$ cat src/design/tlex_pkg.sv
`timescale 1ns / 1ps

package tlex_pkg;

  // Width of byte offsets and token lengths; both saturate at the top value.
  localparam int POS_W = 16;
  localparam logic [POS_W-1:0] POS_MAX = {POS_W{1'b1}};

  // Only the first bytes of a word are kept for the keyword compare.
  localparam int PREFIX_BYTES = 5;
  localparam int PREFIX_W = 8 * PREFIX_BYTES;

  // Depth of the queue between the scanner and the output stage.
  localparam int QDEPTH = 4;
  localparam int QPTR_W = $clog2(QDEPTH);
  localparam int QCNT_W = $clog2(QDEPTH + 1);

  // Keyword text packed first byte lowest.
  localparam logic [PREFIX_W-1:0] KW_TXT_IF    = 40'h0000006669;
  localparam logic [PREFIX_W-1:0] KW_TXT_MAIN  = 40'h006e69616d;
  localparam logic [PREFIX_W-1:0] KW_TXT_ELSE  = 40'h0065736c65;
  localparam logic [PREFIX_W-1:0] KW_TXT_FOR   = 40'h0000726f66;
  localparam logic [PREFIX_W-1:0] KW_TXT_WHILE = 40'h656c696877;
  localparam logic [PREFIX_W-1:0] KW_TXT_INT   = 40'h0000746e69;

  typedef enum logic [1:0] {
    MODE_IDLE   = 2'd0,
    MODE_NUMBER = 2'd1,
    MODE_WORD   = 2'd2,
    MODE_OPER   = 2'd3
  } scan_mode_e;

  typedef enum logic [2:0] {
    KIND_INT      = 3'd0,
    KIND_KEYWORD  = 3'd1,
    KIND_IDENT    = 3'd2,
    KIND_BOUNDARY = 3'd3,
    KIND_OPER     = 3'd4
  } tok_kind_e;

  typedef enum logic [2:0] {
    KW_IF    = 3'd0,
    KW_MAIN  = 3'd1,
    KW_ELSE  = 3'd2,
    KW_FOR   = 3'd3,
    KW_WHILE = 3'd4,
    KW_INT   = 3'd5
  } kw_code_e;

  typedef struct packed {
    logic [7:0] char_byte;
    logic       end_of_text;
  } in_item_t;

  typedef struct packed {
    tok_kind_e        token_kind;
    kw_code_e         keyword_code;
    logic [POS_W-1:0] start_position;
    logic [POS_W-1:0] token_length;
    logic [7:0]       first_char;
    logic [7:0]       second_char;
    logic             last_of_run;
  } out_item_t;

  // All tokens caused by one source byte; tok1 is used only when two is set.
  typedef struct packed {
    logic      two;
    out_item_t tok0;
    out_item_t tok1;
  } lex_run_t;

  typedef struct packed {
    logic     hit;
    kw_code_e code;
  } kw_hit_t;

endpackage

$ cat src/design/toy_c_lexer_tokenizer_top.sv
`timescale 1ns / 1ps

// Streaming tokenizer for a small C subset.
// The in_ channel carries one source byte per beat with an end-of-text flag.
// The out_ channel carries one token descriptor per beat; last_of_run marks
// the last token caused by a given byte, and a byte may cause none, one or two.
// A scanner accepts one byte per cycle while the queue is not full and writes
// the tokens of each byte as one entry into a four-entry queue; an output stage
// drains the queue one token per cycle, while the receiver is ready, through a
// registered output. A token that a byte closes is written into the queue and
// then into the output register before it appears on out_valid.
// Throughput: one byte per cycle as long as bytes cause at most one token
// each; the single output port bounds the sustained rate to one token per
// cycle, so a byte that causes two tokens keeps its entry until both are sent.
// When the receiver stalls, the queue fills and in_ready drops once it is
// full; no token is lost. Reset clears the scanner state, empties the queue
// and drops out_valid; position counting restarts at offset zero, as it also
// does after each end-of-text byte.

module toy_c_lexer_tokenizer_top import tlex_pkg::*; (
  input  logic      clk,
  input  logic      rst_n,
  input  logic      in_valid,
  output logic      in_ready,
  input  in_item_t  in_data,
  output logic      out_valid,
  input  logic      out_ready,
  output out_item_t out_data
);

  logic     q_push, q_pop, q_full, q_empty;
  lex_run_t q_wr_data, q_rd_data;

  // Scanner.
  tlex_front u_front (
    .clk      (clk),
    .rst_n    (rst_n),
    .in_valid (in_valid),
    .in_ready (in_ready),
    .in_data  (in_data),
    .q_full   (q_full),
    .q_push   (q_push),
    .q_data   (q_wr_data)
  );

  // Decoupling queue.
  tlex_queue u_queue (
    .clk       (clk),
    .rst_n     (rst_n),
    .push      (q_push),
    .push_data (q_wr_data),
    .full      (q_full),
    .pop       (q_pop),
    .pop_data  (q_rd_data),
    .empty     (q_empty)
  );

  // Output stage.
  tlex_back u_back (
    .clk       (clk),
    .rst_n     (rst_n),
    .q_empty   (q_empty),
    .q_data    (q_rd_data),
    .q_pop     (q_pop),
    .out_valid (out_valid),
    .out_ready (out_ready),
    .out_data  (out_data)
  );

endmodule

$ cat src/design/tlex_front.sv
`timescale 1ns / 1ps

module tlex_front import tlex_pkg::*; (
  input  logic     clk,
  input  logic     rst_n,
  input  logic     in_valid,
  output logic     in_ready,
  input  in_item_t in_data,
  input  logic     q_full,
  output logic     q_push,
  output lex_run_t q_data
);

  // Scanner state.
  scan_mode_e          mode_r, mode_nxt;
  logic [POS_W-1:0]    pos_r, pos_nxt;
  logic [POS_W-1:0]    start_r, start_nxt;
  logic [POS_W-1:0]    len_r, len_nxt;
  logic [PREFIX_W-1:0] prefix_r, prefix_nxt;
  logic [7:0]          pend_r, pend_nxt;

  logic accept;

  function automatic logic is_digit(input logic [7:0] c);
    return (c >= "0") && (c <= "9");
  endfunction

  function automatic logic is_alpha(input logic [7:0] c);
    return ((c >= "a") && (c <= "z")) || ((c >= "A") && (c <= "Z"));
  endfunction

  function automatic logic is_boundary(input logic [7:0] c);
    return (c == "{") || (c == "}") || (c == "(") || (c == ")") || (c == ",") || (c == ";");
  endfunction

  function automatic logic is_operator(input logic [7:0] c);
    return (c == "=") || (c == "+") || (c == "-") || (c == "*") || (c == "/") ||
           (c == "<") || (c == ">") || (c == "!");
  endfunction

  function automatic logic [POS_W-1:0] sat_inc(input logic [POS_W-1:0] v);
    return (v == POS_MAX) ? v : v + 1'b1;
  endfunction

  // A saturated length never equals a keyword length, so long words miss.
  function automatic kw_hit_t kw_lookup(input logic [PREFIX_W-1:0] pre,
                                        input logic [POS_W-1:0] len);
    kw_hit_t r;
    r.hit  = 1'b1;
    r.code = KW_IF;
    priority if (len == POS_W'(2) && pre == KW_TXT_IF) begin
      r.code = KW_IF;
    end else if (len == POS_W'(4) && pre == KW_TXT_MAIN) begin
      r.code = KW_MAIN;
    end else if (len == POS_W'(4) && pre == KW_TXT_ELSE) begin
      r.code = KW_ELSE;
    end else if (len == POS_W'(3) && pre == KW_TXT_FOR) begin
      r.code = KW_FOR;
    end else if (len == POS_W'(5) && pre == KW_TXT_WHILE) begin
      r.code = KW_WHILE;
    end else if (len == POS_W'(3) && pre == KW_TXT_INT) begin
      r.code = KW_INT;
    end else begin
      r.hit = 1'b0;
    end
    return r;
  endfunction

  // Descriptor of the token pending in the given state.
  function automatic out_item_t flush_tok(input scan_mode_e m,
                                          input logic [POS_W-1:0] st,
                                          input logic [POS_W-1:0] ln,
                                          input logic [PREFIX_W-1:0] pre,
                                          input logic [7:0] op);
    out_item_t t;
    kw_hit_t   k;
    t = '0;
    k = kw_lookup(pre, ln);
    t.start_position = st;
    t.token_length   = ln;
    unique case (m)
      MODE_NUMBER: t.token_kind = KIND_INT;
      MODE_WORD: begin
        if (k.hit) begin
          t.token_kind   = KIND_KEYWORD;
          t.keyword_code = k.code;
        end else begin
          t.token_kind = KIND_IDENT;
        end
      end
      MODE_OPER: begin
        t.token_kind   = KIND_OPER;
        t.token_length = POS_W'(1);
        t.first_char   = op;
      end
      MODE_IDLE: t = '0;
    endcase
    return t;
  endfunction

  assign in_ready = !q_full;
  assign accept   = in_valid && in_ready;

  // Next state and the tokens caused by the offered byte.
  always_comb begin
    logic [7:0]          c;
    logic                keep;
    logic                fresh;
    logic                has_a, has_b, has_c;
    out_item_t           tok_a, tok_b, tok_c;
    scan_mode_e          mode1;
    logic [POS_W-1:0]    start1, len1;
    logic [PREFIX_W-1:0] pre1;
    logic [7:0]          pend1;
    logic [5:0]          bit_ix;

    c      = in_data.char_byte;
    keep   = 1'b0;
    fresh  = 1'b1;
    has_a  = 1'b0;
    has_b  = 1'b0;
    has_c  = 1'b0;
    tok_a  = '0;
    tok_b  = '0;
    tok_c  = '0;
    mode1  = mode_r;
    start1 = start_r;
    len1   = len_r;
    pre1   = prefix_r;
    pend1  = pend_r;
    bit_ix = {len_r[2:0], 3'b000};

    // Extend the pending run, or close it.
    unique case (mode_r)
      MODE_NUMBER: begin
        if (is_digit(c)) begin
          len1 = sat_inc(len_r);
          keep = 1'b1;
        end else begin
          tok_a = flush_tok(mode_r, start_r, len_r, prefix_r, pend_r);
          has_a = 1'b1;
        end
      end
      MODE_WORD: begin
        if (is_alpha(c) || is_digit(c) || (c == "_")) begin
          if (len_r < POS_W'(PREFIX_BYTES)) begin
            pre1[bit_ix +: 8] = c;
          end
          len1 = sat_inc(len_r);
          keep = 1'b1;
        end else begin
          tok_a = flush_tok(mode_r, start_r, len_r, prefix_r, pend_r);
          has_a = 1'b1;
        end
      end
      MODE_OPER: begin
        has_a = 1'b1;
        if ((c == "=") && ((pend_r == "=") || (pend_r == ">") ||
                           (pend_r == "<") || (pend_r == "!"))) begin
          tok_a                = '0;
          tok_a.token_kind     = KIND_OPER;
          tok_a.start_position = start_r;
          tok_a.token_length   = POS_W'(2);
          tok_a.first_char     = pend_r;
          tok_a.second_char    = c;
          fresh                = 1'b0;
        end else begin
          tok_a = flush_tok(mode_r, start_r, len_r, prefix_r, pend_r);
        end
      end
      MODE_IDLE: ;
    endcase

    if (!keep) begin
      mode1  = MODE_IDLE;
      start1 = '0;
      len1   = '0;
      pre1   = '0;
      pend1  = '0;
    end else begin
      fresh = 1'b0;
    end

    // Start a new token at this byte.
    if (fresh) begin
      priority if (is_digit(c)) begin
        mode1  = MODE_NUMBER;
        start1 = pos_r;
        len1   = POS_W'(1);
      end else if (is_alpha(c) || (c == "_")) begin
        mode1  = MODE_WORD;
        start1 = pos_r;
        len1   = POS_W'(1);
        pre1   = PREFIX_W'(c);
      end else if (is_boundary(c)) begin
        has_b                = 1'b1;
        tok_b.token_kind     = KIND_BOUNDARY;
        tok_b.start_position = pos_r;
        tok_b.token_length   = POS_W'(1);
        tok_b.first_char     = c;
      end else if (is_operator(c)) begin
        mode1  = MODE_OPER;
        start1 = pos_r;
        len1   = POS_W'(1);
        pend1  = c;
      end else begin
        // Space, newline and every other byte start nothing.
      end
    end

    mode_nxt   = mode1;
    start_nxt  = start1;
    len_nxt    = len1;
    prefix_nxt = pre1;
    pend_nxt   = pend1;
    pos_nxt    = sat_inc(pos_r);

    // End of text flushes whatever is still pending and rewinds the offset.
    if (in_data.end_of_text) begin
      has_c      = (mode1 != MODE_IDLE);
      tok_c      = flush_tok(mode1, start1, len1, pre1, pend1);
      mode_nxt   = MODE_IDLE;
      start_nxt  = '0;
      len_nxt    = '0;
      prefix_nxt = '0;
      pend_nxt   = '0;
      pos_nxt    = '0;
    end

    // Pack the tokens in order into the queue entry.
    q_data.two  = (has_a && (has_b || has_c)) || (has_b && has_c);
    q_data.tok0 = has_a ? tok_a : (has_b ? tok_b : tok_c);
    q_data.tok1 = (has_a && has_b) ? tok_b : tok_c;
    q_data.tok0.last_of_run = !q_data.two;
    q_data.tok1.last_of_run = 1'b1;
    q_push = accept && (has_a || has_b || has_c);
  end

  // State advances only on an accepted byte.
  always_ff @(posedge clk) begin
    if (!rst_n) begin
      mode_r   <= MODE_IDLE;
      pos_r    <= '0;
      start_r  <= '0;
      len_r    <= '0;
      prefix_r <= '0;
      pend_r   <= '0;
    end else if (accept) begin
      mode_r   <= mode_nxt;
      pos_r    <= pos_nxt;
      start_r  <= start_nxt;
      len_r    <= len_nxt;
      prefix_r <= prefix_nxt;
      pend_r   <= pend_nxt;
    end
  end

endmodule

$ cat src/design/tlex_queue.sv
`timescale 1ns / 1ps

module tlex_queue import tlex_pkg::*; (
  input  logic     clk,
  input  logic     rst_n,
  input  logic     push,
  input  lex_run_t push_data,
  output logic     full,
  input  logic     pop,
  output lex_run_t pop_data,
  output logic     empty
);

  lex_run_t            entry_r [QDEPTH];
  logic [QPTR_W-1:0]   wr_ptr_r, rd_ptr_r;
  logic [QCNT_W-1:0]   count_r;

  assign full     = (count_r == QCNT_W'(QDEPTH));
  assign empty    = (count_r == '0);
  assign pop_data = entry_r[rd_ptr_r];

  // Pointers and fill count.
  always_ff @(posedge clk) begin
    if (!rst_n) begin
      wr_ptr_r <= '0;
      rd_ptr_r <= '0;
      count_r  <= '0;
    end else begin
      if (push) begin
        wr_ptr_r <= wr_ptr_r + 1'b1;
      end
      if (pop) begin
        rd_ptr_r <= rd_ptr_r + 1'b1;
      end
      if (push && !pop) begin
        count_r <= count_r + 1'b1;
      end else if (pop && !push) begin
        count_r <= count_r - 1'b1;
      end
    end
  end

  // Entry storage needs no reset.
  always_ff @(posedge clk) begin
    if (push) begin
      entry_r[wr_ptr_r] <= push_data;
    end
  end

endmodule

$ cat src/design/tlex_back.sv
`timescale 1ns / 1ps

module tlex_back import tlex_pkg::*; (
  input  logic      clk,
  input  logic      rst_n,
  input  logic      q_empty,
  input  lex_run_t  q_data,
  output logic      q_pop,
  output logic      out_valid,
  input  logic      out_ready,
  output out_item_t out_data
);

  logic      out_valid_r;
  out_item_t out_data_r;
  logic      sel_r, sel_nxt;
  logic      load;

  // The output register takes a queued token whenever it is empty or being drained.
  assign load  = (!out_valid_r || out_ready) && !q_empty;
  assign q_pop = load && (sel_r || !q_data.two);

  always_comb begin
    sel_nxt = sel_r;
    if (load) begin
      sel_nxt = !q_pop;
    end
  end

  always_ff @(posedge clk) begin
    if (!rst_n) begin
      out_valid_r <= 1'b0;
      sel_r       <= 1'b0;
    end else begin
      sel_r <= sel_nxt;
      if (load) begin
        out_valid_r <= 1'b1;
      end else if (out_ready) begin
        out_valid_r <= 1'b0;
      end
    end
  end

  // Serialize the one or two tokens of a queue entry.
  always_ff @(posedge clk) begin
    if (load) begin
      out_data_r <= sel_r ? q_data.tok1 : q_data.tok0;
    end
  end

  assign out_valid = out_valid_r;
  assign out_data  = out_data_r;

endmodule

$ cat config.mk
export PLATFORM = sky130hd
export DESIGN_NAME = toy_c_lexer_tokenizer_top
export DESIGN_NICKNAME = d
export VERILOG_FILES = /design/src/design/tlex_pkg.sv /design/src/design/toy_c_lexer_tokenizer_top.sv /design/src/design/tlex_front.sv /design/src/design/tlex_queue.sv /design/src/design/tlex_back.sv
export SDC_FILE = /design/constraint.sdc
export NUM_CORES = 1
export LEC_CHECK = 0
export BUFFER_PORTS_ARGS = -buffer_cell sky130_fd_sc_hd__buf_4
export CORE_ASPECT_RATIO = 1.1
export CORE_UTILIZATION = 54
export DETAILED_ROUTE_END_ITERATION = 10
export GPL_TIMING_DRIVEN = 0
export PLACE_DENSITY_LB_ADDON = 0.05
export SYNTH_ARGS = -nofsm -noshare
export SYNTH_HDL_FRONTEND = slang
export SYNTH_SLANG_ARGS = --single-unit
export TNS_END_PERCENT = 50
$ cat constraint.sdc
create_clock -name clk -period 10.4 [get_ports clk]
set_clock_uncertainty 0.1 [all_clocks]
set_input_delay 2.08 -clock clk [delete_from_list [all_inputs] [get_ports clk]]
set_output_delay 2.08 -clock clk [all_outputs]
set_load 0.05 [all_outputs]
==> flow_summary.toml, run 1 <==
[worst_setup_path]
critPathBufInv = 7
crit_family = "buffers and inverters"
cp-start-kind = "input pin"
crit_chain = "buf_4, nor4bb_1, clkbuf_1, a41oi_1, clkbuf_1, nor2_1, clkbuf_1, buf_1, a21oi_1, ha_1, nand2b_1, clkbuf_1, a21oi_1, and2_4, buf_16"
worstPathArrival_ns = 8.14
crit_type = "in2reg"
cpMostUsedCell = "clkbuf_1"
crit_path_max_incr_delay_ns = 0.83
endpoint_kind = "flip-flop"
worstPathMaxFanout = 53
crit_path_top_delay_cell = "and2_4"
required_ns = 10.58

[cts]
cts_root_buf = "clkbuf_16"
insertion_delay_ns = 0.62
post-cts-setup-buffers = 0
cts_buffers = 55
clkTransAtPathRegs_ns = 0.06
clock_sinks = 572
cts.htree.levels = 2
cts_tree = "done"
cts_resized = 0
holdBufCountCts = 0
cts_buffer_depth = 3

[placement]
dp_hpwl_mm = 52.1
place.gp.congestion = 1.03
port_buffers = 69

[power]
power.density_nw_per_um2 = 216
peakVddDrop_v = 0.000182
p_leak_nw = 9.60

[global_routing]
grt_max_degree = 54
gr-total-overflow = 0
antenna_found_initial = 0
grt_use_total = 0.309
grt_pass1_wl_mm = 110
grt_pass1_vias = 17300

[logic_synthesis]
async_flop_share = 0
yosysUniqueCellTypes = 75
ys.warnings.count = 0
syn_area_um2 = 25700
syn_area_per_cell_um2 = 13.0
synth_seq_cells = 572
yosys.area.top_type = "edfxtp_1"
synth_edf_count = 463
ys_top_cells_by_area = "edfxtp_1 (54%), mux4_2 (8.9%), dfxtp_1 (8.5%)"
ys_seq_area_frac = 0.627
synthCells = 1976
synth_ff_type = "edfxtp_1"
yosysTopAreaCellShare = 0.542

[finish]
drive_gt1_frac = 0.136
n_antenna_cell = 0
fin_nets = 2156
final_cell_mix = "edfxtp_1 (463), nand2_1 (275), clkbuf_1 (116)"
fillers = 3674
area_growth_pct = 13.1
final_common_cell = "edfxtp_1"

[detailed_routing]
ant_nets = 0
via_count = 17800
wirelength_mm = 73.9
wl_per_cell_um = 26.3
drc_errors = 0
drt_iter0_drc = 1776
firstDrtPassIters = 7
vias_per_cell = 6.33

[floorplanning]
core_um2 = 46800
die_w_um = 210
die_h_um = 231
num_rows = 83
io_pins = 70
die_area_um2 = 48400
start_util = 0.548

[sta]
worst_slew_pin_slew_ns = 1.11
max_freq_mhz = 126
final_max_slew_viol_count = 0
hold_viol_final = 0
fin_crit_ns = 7.96
rsz0062_at_grt = "false"
tns_ns = 0
maxSlewHeadroom = 0.259
finalCritPeriodShare = 0.766
hold-worst-slack_ns = 0.382
final-setup-viol-count = 0

[flow_run]
maxCapViolations = 0

[outcome]
run_status = "finished, final reports clean"

[hold_path]
hp-class = "reg2reg"
worst reg2reg max path, cell delays in order (launching register included):
cell      delay (ns)
dfxtp_1         0.36
inv_1           0.15
ha_1            0.36
and2_1          0.29
a41oi_1         0.20
clkbuf_1        0.49
nor2_1          0.41
clkbuf_1        0.60
buf_1           0.64
a21oi_1         0.26
ha_1            0.25
nand2b_1        0.13
clkbuf_1        0.27
a21oi_1         0.59
and2_4          0.83
buf_16          0.39
layout make-up:
type	count	area [um2]	share of cell area
Inverter	21	78.8	0.00272
Multi-Input combinational cell	1272	9090	0.313
Buffer	122	482	0.0166
Clock inverter	24	225	0.00776
Sequential cell	572	16100	0.554
Tap cell	637	797	0.0275
Timing Repair Buffer	77	708	0.0244
Clock buffer	80	1560	0.0539
power breakdown:
group | internal [mW] | total [mW] | switching (mW)
registers | 2.67 | 2.72 | 0.0526
logic | 0.540 | 1.58 | 1.04
clock network | 1.10 | 1.97 | 0.865
cell usage after synthesis, drive strengths merged, types with 7 or more instances:
cell    instances
mux2i           9
or3            10
and3           31
o211ai         12
dfxtp         109
nor4b           7
edfxtp        463
and2           66
ha             21
clkbuf        101
a31oi          13
nor4           33
a21boi          8
nor2b          52
a22oi          78
a32oi           8
inv            20
or2            11
o22ai          10
a21o           10
mux4          102
buf            21
nand2b         19
nor2           85
nand3          48
xor2           12
nand3b          7
nor3           39
nand4          28
a21oi          42
or4            12
nand2         275
o21ai         113
sequential cells by signal (all words and copies together), names as in the netlist, named ones only:
register          cells
u_queue.count_r       3
u_front.mode_r        2
u_back.sel_r          1
u_front.pend_r        8
u_front.len_r        16
u_queue.wr_ptr_r      2
u_back.out_valid      1
u_queue.rd_ptr_r      2
u_front.start_r      16
u_queue.entry_r     408
u_front.prefix_r     40
u_front.pos_r        16
u_back.out_data      55
through the flow:
step / setup WS, ns / power [mW] / cell area, um2 / cells / util
4_1_cts: 2.61 / 6.32 / 29000 / 2805 / 0.620
3_5_place_dp: 1.98 / 4.37 / 27200 / 2701 / 0.582
2_1_floorplan: 2.48 / 3.87 / 25700 / 1987 / -
3_3_place_gp: -1.29 / 4.35 / 27000 / 2693 / 0.577
6_report: 2.44 / 6.27 / 29000 / 2805 / 0.620
5_1_grt: 2.21 / 6.50 / 29000 / 2805 / 0.620
kinds of logic (layout without fill, tap and decap cells):
| family | Yosys count | count (layout) | share of synthesized area |
|---|---|---|---|
| adder cells (fa/ha/maj) | 22 | 22 | 0.0110 |
| flip-flops | 572 | 572 | 0.627 |
| AND/OR/NAND/NOR | 749 | 749 | 0.149 |
| buffers and inverters | 143 | 324 | 0.0218 |
| XOR/XNOR | 18 | 18 | 0.00614 |
| AO/OA/AOI/OAI | 357 | 357 | 0.0914 |
| other | 1 | 12 | 0.000146 |
| multiplexers | 114 | 114 | 0.0943 |
metal layers:
layer | wire length, um | global-route usage | vias up
met5 | 0 | 0 | -
met2 | 34600 | 0.488 | 791
met3 | 5020 | 0.0497 | 175
li1 | - | - | 7904
met1 | 30900 | 0.424 | 8888
met4 | 3350 | 0.138 | 0
worst paths after layout:
| check | from | end | slack (ns) | depth (start not counted) |
|---|---|---|---|---|
| worst max register to register | u_front.mode_r[0] | u_queue.entry_r[1][97] | 3.69 | 15 |
| worst max-delay path | in_data[7] | u_queue.entry_r[1][97] | 2.44 | 15 |
| worst min register to register | u_front.prefix_r[39] | u_front.prefix_r[39] | 0.38 | 1 |
| worst min-delay path | u_front.prefix_r[39] | u_front.prefix_r[39] | 0.38 | 1 |
No activity file was read; power rests on OpenSTA's default activity.
==> run 2, diff against run 1 <==
--- a/config.mk
+++ b/config.mk
@@ -5,6 +5,7 @@
 export SDC_FILE = /design/constraint.sdc
 export NUM_CORES = 1
 export LEC_CHECK = 0
+export ABC_AREA = 1
 export BUFFER_PORTS_ARGS = -buffer_cell sky130_fd_sc_hd__buf_4
 export CORE_ASPECT_RATIO = 1.1
 export CORE_UTILIZATION = 54
==> constraint.sdc (replaced) <==
create_clock -name clk -period 8.2 [get_ports clk]
set_clock_uncertainty 0.1 [all_clocks]
set_input_delay 1.64 -clock clk [delete_from_list [all_inputs] [get_ports clk]]
set_output_delay 1.64 -clock clk [all_outputs]
set_load 0.05 [all_outputs]
==> run 2 against run 1 <==
  * Register-to-register slack got worse by 1.4 ns
  * Flip-flop and latch count unchanged
  * Count of clock-buffer cells in the layout decreased by 15
  * Final area increased by 4.9%
  * Critical path type unchanged
  * Critical path depth increased by 6
==> flow_summary.toml, run 2 <==
[worst_setup_path]
worstPathMaxFanout = 24
critPathBufInv = 9
r2r-start = "u_front.mode_r[1]"
critPathLaunch = "in_data[7]"
reg2reg_depth = 17
worstPathArrival_ns = 7.16
cp-start-kind = "input pin"
cp.depth = 21
crit_type = "in2reg"
crit_path_top_delay_cell = "nor2_4"
crit_chain = "buf_4, inv_2, nand2_1, nor2_1, nand2_2, nand2_4, nand2_8, nand2_8, nand3_4, clkbuf_1, o21ai_0, inv_1, ha_1, nor2_1, inv_1, a21oi_1, inv_2, nor2_4, buf_16, buf_12, buf_12"
reg2reg_slack_ns = 2.28
endpoint_kind = "flip-flop"
r2r-end = "u_queue.entry_r[2][38]"
crit_family = "simple AND/OR/NAND/NOR gates"
critPathCapture = "u_queue.entry_r[2][38]"
required_ns = 8.41
crit_path_max_incr_delay_ns = 0.67

[logic_synthesis]
synth.most_common_cell = "nor2_1"
synthCells = 2858
yosysUniqueCellTypes = 52
syn_area_um2 = 26800
synth_ff_type = "edfxtp_1"
yosys.area.top_type = "edfxtp_1"
synth_seq_cells = 572
synthTopCellsByCount = "nor2_1 (519), nand2_1 (495), edfxtp_1 (463)"
async_flop_share = 0
syn_area_per_cell_um2 = 9.39
ys.warnings.count = 0
yosysTopAreaCellShare = 0.518
ys_seq_area_frac = 0.600
ys_top_cells_by_area = "edfxtp_1 (52%), dfxtp_1 (8.1%), nor2_1 (7.3%)"
synth_edf_count = 463

[floorplanning]
die_area_um2 = 50600
die_h_um = 236
start_util = 0.547
core_um2 = 49000
num_rows = 85
io_pins = 70
die_w_um = 215

[detailed_routing]
drc_errors = 0
ant_nets = 0
firstDrtPassIters = 6
drt_iter0_drc = 2373
wirelength_mm = 87.2
vias_per_cell = 5.94
wl_per_cell_um = 23.5
via_count = 22000

[cts]
cts.htree.levels = 2
cts_root_buf = "clkbuf_16"
cts_buffer_depth = 3
clock_sinks = 572
insertion_delay_ns = 0.63
cts_tree = "done"
clkTransAtPathRegs_ns = 0.07
cts_buffers = 55
cts_resized = 0
holdBufCountCts = 0
post-cts-setup-buffers = 0

[power]
sw_frac_of_total = 0.342
power.density_nw_per_um2 = 270
peakVddDrop_v = 0.000269
pwr-share-seq = 0.420
p_leak_nw = 10.8
power_switching_mw = 2.82
intPower_mw = 5.41
clkPwrFrac = 0.319
pwr-share-comb = 0.260

[finish]
final_common_cell = "nor2_1"
final_cell_mix = "nor2_1 (515), nand2_1 (495), edfxtp_1 (463)"
final_cell_area_um2 = 30400
top_register = "u_queue.entry_r"
largest_reg_flops = 408
drive_gt1_frac = 0.101
fin_nets = 3044
area_growth_pct = 13.5
n_antenna_cell = 0

[placement]
dpl-instance-area_um2 = 28600
dp_hpwl_mm = 63.8
port_buffers = 67
place.gp.congestion = 0.956

[outcome]
run_status = "finished, final reports clean"

[global_routing]
grt_use_total = 0.342
grt_pass1_vias = 20900
grt_max_degree = 30
antenna_found_initial = 1
grt_pass1_wl_mm = 129
gr-total-overflow = 0

[hold_path]
hp-start = "u_front.pend_r[2]"
hp-class = "reg2reg"

[sta]
hold_viol_final = 0
fin_crit_ns = 6.94
rsz0062_at_grt = "false"
final_max_slew_viol_count = 0
worst_slew_pin_slew_ns = 1.04
tns_ns = 0
max_freq_mhz = 144
final-setup-viol-count = 0
maxSlewHeadroom = 0.307
finalCritPeriodShare = 0.847
hold-worst-slack_ns = 0.368

[flow_run]
maxCapViolations = 0
==> run 2: cell types whose count changed in the layout (fill, tap and decap cells not counted), moves of 34 or more <==
cell / before / now
a21oi_1: 41 / 144
o22ai_1: 10 / 54
a22oi_1: 78 / 0
inv_1: 20 / 182
nor2b_1: 52 / 0
o21ai_0: 110 / 289
mux4_2: 102 / 0
nand2_1: 275 / 495
and2_1: 60 / 0
nand3_1: 48 / 119
nand4_1: 28 / 76
nor2_1: 85 / 515
a31oi_1: 13 / 47
==> run 2: layout make-up <==
class | instances | area [um2]
Sequential cell | 572 | 16100
Tap cell | 652 | 816
Inverter | 200 | 753
Fill cell | 4104 | 18600
Buffer | 149 | 647
Timing Repair Buffer | 83 | 846
Multi-Input combinational cell | 1948 | 9430
Clock inverter | 39 | 414
Clock buffer | 65 | 1460
==> run 2: worst min-delay path by stage <==
| stage | slack, ns | end | cells past startpoint |
|---|---|---|---|
| after floorplan | 0.34 | flip-flop | 2 |
| after global placement | 0.35 | u_queue.rd_ptr_r[1] | 2 |
| after detailed placement | 0.36 | u_front.pend_r[5] | 2 |
| after CTS | 0.36 | u_front.pend_r[5] | 2 |
| after global routing | 0.39 | u_front.prefix_r[7] | 2 |
| final | 0.37 | u_front.pend_r[2] | 2 |
==> run 2: power by group through the flow <==
stage | combinational (mW) | sequential (mW) | clock, mW
6_report | 2.14 | 3.46 | 2.63
3_3_place_gp | 2.04 | 3.56 | 0
2_1_floorplan | 0.820 | 4.06 | 0
5_1_grt | 2.26 | 3.48 | 2.75
3_5_place_dp | 2.13 | 3.52 | 0
4_1_cts | 2.14 | 3.46 | 2.63
==> run 2: layer usage <==
layer / vias up / wire length, um / share of wire / track usage
met2: 1018 / 42100 / 0.48 / 0.577
li1: 10200 / - / - / -
met3: 184 / 6760 / 0.078 / 0.0409
met1: 10600 / 33600 / 0.39 / 0.435
met5: - / 13 / 0.00015 / 0
met4: 2 / 4730 / 0.054 / 0.173
==> run 2: worst register-to-register path, delay by kind of cell (launching register included) <==
kind | cells | cell delay [ns]
AOI/OAI and AO/OA | 2 | 1.20
adders and majority gates | 2 | 0.56
buffers and inverters | 8 | 1.75
DFF | 1 | 0.36
and+or+nand+nor | 5 | 1.62
==> run 2: kinds of logic (layout without fill, tap and decap cells) <==
logic type,Yosys count,after routing,share of synthesized area
simple gates,1334,1334,0.220
compound gates,579,579,0.117
flops,572,572,0.600
fa+ha+maj,22,22,0.0105
buf+inv,349,536,0.0522
xor+xnor,1,1,0.000326
other cells,1,12,0.000140
==> run 2: stage by stage <==
| stage | power [mW] | instances | utilization | worst slack [ns] |
|---|---|---|---|---|
| after floorplan | 4.88 | 2869 | - | -0.752 |
| after global placement | 5.61 | 3588 | 0.575 | -5.83 |
| after detailed placement | 5.65 | 3604 | 0.583 | 0.728 |
| after CTS | 8.23 | 3708 | 0.621 | 1.36 |
| after global routing | 8.48 | 3708 | 0.621 | 1.01 |
| final | 8.23 | 3708 | 0.621 | 1.26 |
